[config.mk]
export PLATFORM = sky130hd
export DESIGN_NAME = sts_ctrl
export DESIGN_NICKNAME = d
export VERILOG_FILES = /design/src/rtl/assert_macros.svh /design/src/rtl/sts_pkg.sv /design/src/rtl/sts_ctrl.sv
export SDC_FILE = /design/constraint.sdc
export NUM_CORES = 1
export LEC_CHECK = 0
export BUFFER_PORTS_ARGS = -buffer_cell sky130_fd_sc_hd__buf_2
export CAP_MARGIN = 20
export CELL_PAD_IN_SITES_DETAIL_PLACEMENT = 1
export CELL_PAD_IN_SITES_GLOBAL_PLACEMENT = 1
export CORE_MARGIN = 2
export CORE_UTILIZATION = 38
export CTS_CLUSTER_DIAMETER = 100
export DETAILED_ROUTE_END_ITERATION = 10
export PLACE_DENSITY_LB_ADDON = 0.2
export SLEW_MARGIN = 20
export SYNTH_ARGS = -nofsm -noshare
export SYNTH_HDL_FRONTEND = slang
export SYNTH_SLANG_ARGS = --single-unit
[constraint.sdc]
create_clock -name clock -period 2 [get_ports clock]
set_clock_uncertainty 0.2 [all_clocks]
set_input_delay 0.3 -clock clock [delete_from_list [all_inputs] [get_ports clock]]
set_output_delay 0.3 -clock clock [all_outputs]
set_load 0.01 [all_outputs]
[src/rtl/assert_macros.svh]
// Assertion helpers, empty for synthesis.
`ifndef ASSERT_MACROS_SVH
`define ASSERT_MACROS_SVH
`ifndef SYNTHESIS
`define ASSERT_NEXT(lbl, clk, rst, ante, cons) \
   lbl: assert property (@(posedge clk) disable iff (rst) (ante) |=> (cons)) \
      else $error("assertion failed");
`define ASSERT_SAME(lbl, clk, rst, ante, cons) \
   lbl: assert property (@(posedge clk) disable iff (rst) (ante) |-> (cons)) \
      else $error("assertion failed");
`else
`define ASSERT_NEXT(lbl, clk, rst, ante, cons)
`define ASSERT_SAME(lbl, clk, rst, ante, cons)
`endif
`endif

[src/rtl/sts_pkg.sv]
`default_nettype none
package sts_pkg;
   localparam int DEFAULT_MAX_ELEMENTS = 262144;
   localparam int SUM_W = 48;
   localparam int VAL_W = 30;
   localparam int LEN_W = 19;
   localparam int POS_W = 19;
   localparam logic [LEN_W-1:0] RESET_LENGTH = 19'd262144;

   typedef enum logic [4:0] {
      CMD_NONE, CMD_CLEAR, CMD_LOAD, CMD_WLEAF, CMD_RD_SIB, CMD_WPAR,
      CMD_L_INIT, CMD_R_INIT, CMD_PARENT, CMD_RD_SIBL, CMD_RD_SIBR,
      CMD_RD_RCHILD, CMD_RD_LCHILD, CMD_FIX_L, CMD_FIX_R, CMD_SET_LEFT,
      CMD_SET_RIGHT, CMD_S_INIT, CMD_RD_L, CMD_RD_R, CMD_ACC, CMD_ACC_SHIFT,
      CMD_SHIFT, CMD_RESP
   } cmd_type;

   typedef enum logic [4:0] {
      ST_CLEAR, ST_IDLE, ST_DECIDE, ST_W_LEAF, ST_W_RD, ST_W_PAR,
      ST_L_INIT, ST_L_UP, ST_L_CHK, ST_L_DN, ST_L_DCHK,
      ST_R_INIT, ST_R_UP, ST_R_CHK, ST_R_DN, ST_R_DCHK,
      ST_S_INIT, ST_S_TEST, ST_S_LACC, ST_S_R, ST_S_RACC, ST_RESP
   } state_type;

   typedef struct packed {
      logic clear_done;
      logic is_query;
      logic in_range;
      logic at_root;
      logic par_root;
      logic node_odd;
      logic node_leaf;
      logic rd_less;
      logic l_lt_r;
      logic l_odd;
      logic r_odd;
   } status_type;
endpackage
`default_nettype wire

[src/rtl/sts_ctrl.sv]
`default_nettype none
module sts_ctrl (
   input  wire logic               clock,
   input  wire logic               reset,
   input  wire logic               start,
   input  wire sts_pkg::status_type sts,
   output sts_pkg::cmd_type        cmd,
   output logic                    busy
);
   import sts_pkg::*;

   state_type state_ff, state_in;

   always_ff @(posedge clock) begin
      if (reset) begin
         state_ff <= ST_CLEAR;
      end else begin
         state_ff <= state_in;
      end
   end

   always_comb begin
      state_in = state_ff;
      cmd = CMD_NONE;
      busy = (state_ff != ST_IDLE);
      case (state_ff)
         ST_CLEAR: begin
            cmd = CMD_CLEAR;
            if (sts.clear_done) state_in = ST_IDLE;
         end
         ST_IDLE: begin
            if (start) begin
               cmd = CMD_LOAD;
               state_in = ST_DECIDE;
            end
         end
         ST_DECIDE: begin
            if (!sts.in_range) state_in = sts.is_query ? ST_RESP : ST_IDLE;
            else state_in = sts.is_query ? ST_L_INIT : ST_W_LEAF;
         end
         ST_W_LEAF: begin
            cmd = CMD_WLEAF;
            state_in = ST_W_RD;
         end
         ST_W_RD: begin
            cmd = CMD_RD_SIB;
            state_in = ST_W_PAR;
         end
         ST_W_PAR: begin
            cmd = CMD_WPAR;
            state_in = sts.par_root ? ST_IDLE : ST_W_RD;
         end
         ST_L_INIT: begin
            cmd = CMD_L_INIT;
            state_in = ST_L_UP;
         end
         ST_L_UP: begin
            if (sts.at_root) begin
               state_in = ST_R_INIT;
            end else if (sts.node_odd) begin
               cmd = CMD_RD_SIBL;
               state_in = ST_L_CHK;
            end else begin
               cmd = CMD_PARENT;
            end
         end
         ST_L_CHK: begin
            if (sts.rd_less) begin
               state_in = ST_L_DN;
            end else begin
               cmd = CMD_PARENT;
               state_in = ST_L_UP;
            end
         end
         ST_L_DN: begin
            if (sts.node_leaf) begin
               cmd = CMD_SET_LEFT;
               state_in = ST_R_INIT;
            end else begin
               cmd = CMD_RD_RCHILD;
               state_in = ST_L_DCHK;
            end
         end
         ST_L_DCHK: begin
            if (!sts.rd_less) cmd = CMD_FIX_L;
            state_in = ST_L_DN;
         end
         ST_R_INIT: begin
            cmd = CMD_R_INIT;
            state_in = ST_R_UP;
         end
         ST_R_UP: begin
            if (sts.at_root) begin
               state_in = ST_S_INIT;
            end else if (!sts.node_odd) begin
               cmd = CMD_RD_SIBR;
               state_in = ST_R_CHK;
            end else begin
               cmd = CMD_PARENT;
            end
         end
         ST_R_CHK: begin
            if (sts.rd_less) begin
               state_in = ST_R_DN;
            end else begin
               cmd = CMD_PARENT;
               state_in = ST_R_UP;
            end
         end
         ST_R_DN: begin
            if (sts.node_leaf) begin
               cmd = CMD_SET_RIGHT;
               state_in = ST_S_INIT;
            end else begin
               cmd = CMD_RD_LCHILD;
               state_in = ST_R_DCHK;
            end
         end
         ST_R_DCHK: begin
            if (!sts.rd_less) cmd = CMD_FIX_R;
            state_in = ST_R_DN;
         end
         ST_S_INIT: begin
            cmd = CMD_S_INIT;
            state_in = ST_S_TEST;
         end
         ST_S_TEST: begin
            if (!sts.l_lt_r) begin
               state_in = ST_RESP;
            end else if (sts.l_odd) begin
               cmd = CMD_RD_L;
               state_in = ST_S_LACC;
            end else begin
               state_in = ST_S_R;
            end
         end
         ST_S_LACC: begin
            cmd = CMD_ACC;
            state_in = ST_S_R;
         end
         ST_S_R: begin
            if (sts.r_odd) begin
               cmd = CMD_RD_R;
               state_in = ST_S_RACC;
            end else begin
               cmd = CMD_SHIFT;
               state_in = ST_S_TEST;
            end
         end
         ST_S_RACC: begin
            cmd = CMD_ACC_SHIFT;
            state_in = ST_S_TEST;
         end
         ST_RESP: begin
            cmd = CMD_RESP;
            state_in = ST_IDLE;
         end
         default: begin
            state_in = ST_IDLE;
         end
      endcase
   end
endmodule
`default_nettype wire

Word level (Yosys, flattened, before mapping)
Index checks and enable logic that the tools add are counted.
Storage, ports and cells
  logic and storage cells: 63
  input port bits: 14
  output and inout bits: 6
  register bits: 5
Cells by class
  multiplexer cells: 32
  reduce and logical (&&, ||, !) cells: 4
  eq/ne operators: 26
Operator list (number)
  case mux 5 bit (20 select lines): 2
  2-to-1 mux 5 bit: 12
  == test 5 x 4 -> 1 bit, second input constant: 8
  == test 5 bit, second input constant: 6
  2-to-1 mux 4 bit: 6
  == test 5 x 3 -> 1 bit, second input constant: 4
  2-to-1 mux 3 bit: 6
  == test 5 x 2 -> 1 bit, second input constant: 2
  2-to-1 mux 2 bit: 3
  inequality test 3 bit, second input constant: 2
  == test 5 x 1 -> 1 bit, second input constant: 1
  zero test 5 bit: 1
  inequality test 5 x 1 -> 1 bit, second input constant: 1
  inequality test 2 bit, second input constant: 2
  AND reduction 4 bit: 1
  OR reduction 2 bit: 2
  2-to-1 mux 1 bit: 3

Longest topological paths before layout
  depth after elaboration: 3
  mapped depth: 7
  depth with buffers taken out: 5

Least setup slack after synthesis
Ideal clock, no wire load.
  path type: reg-to-output
  start point: reg state_ff[1]
  end point: out cmd[2]
  slack: 0.102 ns
  data required time: 1.500 ns
  buffers on the path: 1
  stages on the path, launching flop included: 7
  data arrival time: 1.398 ns
  path through: dfxtp_1 -> buf_2 -> inv_1 -> a22o_1 -> nand2_1 -> o221ai_1 -> or3_1
On the way
  word-level cells in the longest chain between the ends: 3
  elaborated cells on any way between the ends: 23
  classes of those cells: 20 x eq/ne; 1 x mux; 2 x reduce/logical
RTL lines
  start: declaration: line sts_ctrl.sv:12  | state_type state_ff, state_in;
  start signal: assignment: line sts_ctrl.sv:18  | state_ff <= state_in;
  == test 5 x 4 -> 1 bit: line sts_ctrl.sv:26  | case (state_ff)
  OR reduction 2 bit (no source line)
  case mux 5 bit (20 select lines) (*): line sts_ctrl.sv:26
  end: declaration: line sts_ctrl.sv:7  | output sts_pkg::cmd_type cmd,
Mark *: on every way between the ends. The rest lies on a longest branch, timed or not.

Final worst setup path
  start point: reg state_ff[1]
  end point: out cmd[0]
The elaborated chain is that of the path after synthesis.

==> out/metrics.csv <==
metric;value;unit
status;complete, but fails checks;
violations;setup timing;
fmax;441;MHz
netlist_instances;139;
synthArstFlopShare;0;
max-cap-violations;0;
hold_class;in2reg;
crit_type;reg2out;
grt_pass1_vias;1381;
postRouteAntennaNets;0;
cp_slowest_stage_delay;0.41;ns
critPathCapture;cmd[0];
synth-seq-cells;5;
route.met3.wl;396;um
cp_cell_sequence;buf_12 -> buf_8 -> nor2_4 -> o21ai_0 -> nor2_1 -> a211o_1 -> buf_2;
overflow;0;
largest_registers;state_ff: 5 flops;
regToRegSetupSlack;-0.09;ns
first_pass_iters;4;
seq_area_frac_synth;0.105;
synth-edff-count;0;
crit_fanout;8;
cts_buffer_depth;2;
synth_fa_ha_area_frac;0;
synth_mux_area_frac;0.0210;
cts_buffers;3;
antenna_cells;0;
highest_layer;met4;
start_kind;flip-flop;
core;2430;um^2
yosysWarnings;0;
die_w;54.1;um
timing.final.ws_setup;-0.268;ns
worstSetupStartpoint;state_ff[1];
fin_crit_sh;1.13;
drive_gt1_frac;0.520;
grt_pass1_wl;7110;um
period_minus_slack;2.27;ns
wl_per_cell;25.5;um
met2_length;2850;um
fin_area;1570;um^2
antenna_found_initial;0;
top_register;state_ff;
cts_tree;done;
synth_ff_type;dfxtp_1;
slew_violations;0;
worst_slew_pin_slew;0.373;ns
area_growth;64.9;%
tns;-1.21;ns
reg2reg_to;state_ff[0];
routed_wl;5760;um
required;1.50;ns
vias;1486;
reg2regPathDepth;8;
avgSynthCellArea;6.85;um^2
wl_met1;2360;um
rsz0062_at_grt;true;
die_h;54.1;um
dpl.hpwl;3360;um
synth_compound_area_frac;0.403;
synthSimpleGateAreaFrac;0.365;
peakVddDrop;1.03;mV
drt_iter0_drc;70;
p_leak;0.651;nW
clockRootBuffer;clkbuf_4;
final_util;0.646;
path_clk_slew;0.07;ns
postPlaceCellArea;1290;um^2
relSlewSlack;0.745;
largest_reg_flops;5;
drt-vias-per-instance;6.58;
floorplan.rows;18;
netlist_area;952;um^2
drc;0;
syn-num-nets;153;
ios;20;
final-hold-violation-count;0;
htreeDepth;1;
endpoint_kind;primary output;
yosysUniqueCellTypes;55;
synth_top_family_by_area;compound AO/OA/AOI/OAI gates;
r2r_start;state_ff[4];
gp_congestion;0.923;
grt_usage;0.351;
dieArea;2920;um^2
grt_max_degree;18;
io_buffer_count;19;
synth-xor-area-share;0.0184;
clock_latency;0.27;ns
nets;211;
dp_slack;-0.0658;ns
power.density;1170;nW/um^2
crit_path_top_delay_cell;dfxtp_4;
cts_num_sinks;5;
start_util;0.391;
setup_viol;8;
arrival;1.77;ns
-- Yosys cell counts (3+ instances only) --
library cell	n	area (um^2)
o21ai_0	8	40.0
nor2_1	8	30.0
dfxtp_1	5	100
o31ai_1	3	22.5
nor3_1	6	30.0
nand2_1	16	60.1
inv_1	5	18.8
nor2b_1	5	31.3
a31oi_1	3	18.8
a21oi_1	12	60.1
nand3_1	4	20.0
buf_2	9	45.0
nand2b_1	4	25.0
-- cell families after synthesis --
logic type	count (synthesis)
and+or+nand+nor	62
AOI/OAI and AO/OA	52
buffers and inverters	16
DFF	5
xor gates and xnor gates	2
muxes	2
-- report_power, final --
| group | internal, W | total [W] | switching [W] |
|---|---|---|---|
| logic | 0.000736 | 0.00148 | 0.000748 |
| clock network | 0.0000769 | 0.000144 | 0.0000668 |
| registers | 0.000138 | 0.000212 | 0.0000738 |
| total | 0.000952 | 0.00184 | 0.000888 |
-- cell type report --
class,instances,area (um^2)
Multi-Input combinational cell,118,890
Tap cell,30,37.5
Inverter,5,18.8
Timing Repair Buffer,64,479
Sequential cell,5,119
Fill cell,312,862
Clock buffer,4,26.3
-- routing by layer --
metal | global-route usage | vias to the layer above
met5 | 0 | -
met4 | 0.175 | 0
met3 | 0.00833 | 17
met2 | 0.598 | 92
met1 | 0.453 | 725
li1 | - | 652
-- worst min path at each step --
stage,from,endpoint,slack [ns],cells after the start
after floorplan,reset,state_ff[0],0.17,1
after global placement,reset,state_ff[4],0.35,2
after detailed placement,reset,state_ff[0],0.35,2
after CTS,reset,state_ff[4],0.08,2
after global routing,reset,state_ff[2],0.11,2
final,reset,state_ff[2],0.10,2
-- critical path: cells and delay by family, from the launching register on --
kind / cells / cell delay (ns)
buf+inv: 3 / 0.45
compound gates: 2 / 0.50
simple gates: 2 / 0.12
flops: 1 / 0.41
-- cell usage in the layout (no fill, tap or decap), drive strengths merged, types with 2 or more instances in the layout --
cell    instances
nand2          16
nand2b          4
xnor2           2
nor2            9
and3            2
o221ai          2
buf            64
or2             3
nand3           4
or3             2
o21ai           8
inv             5
nor3            7
nand4           2
mux2i           2
nand3b          2
nor2b           5
a21oi          12
a22oi           2
clkbuf          4
o31ai           3
o211ai          2
dfxtp           5
a211o           2
a31oi           3
-- repair_timing --
item	4_1_cts	5_1_grt
hold buffers	0	0
setup buffers	5	7
gates resized for setup	23	21
cloned	0	0
pin swaps	5	8
endpoints found under the setup margin	6	8
-- per-stage QoR --
| step | cells | hold slack (ns) | power [W] |
|---|---|---|---|
| final | 226 | 0.104 | 0.00184 |
| after floorplan | 139 | 0.168 | 0.000810 |
| after detailed placement | 210 | 0.354 | 0.00129 |
| after global routing | 226 | 0.107 | 0.00190 |
| after global placement | 210 | 0.351 | 0.00126 |
| after CTS | 219 | 0.0811 | 0.00151 |
(Power assumes the default switching activity.)
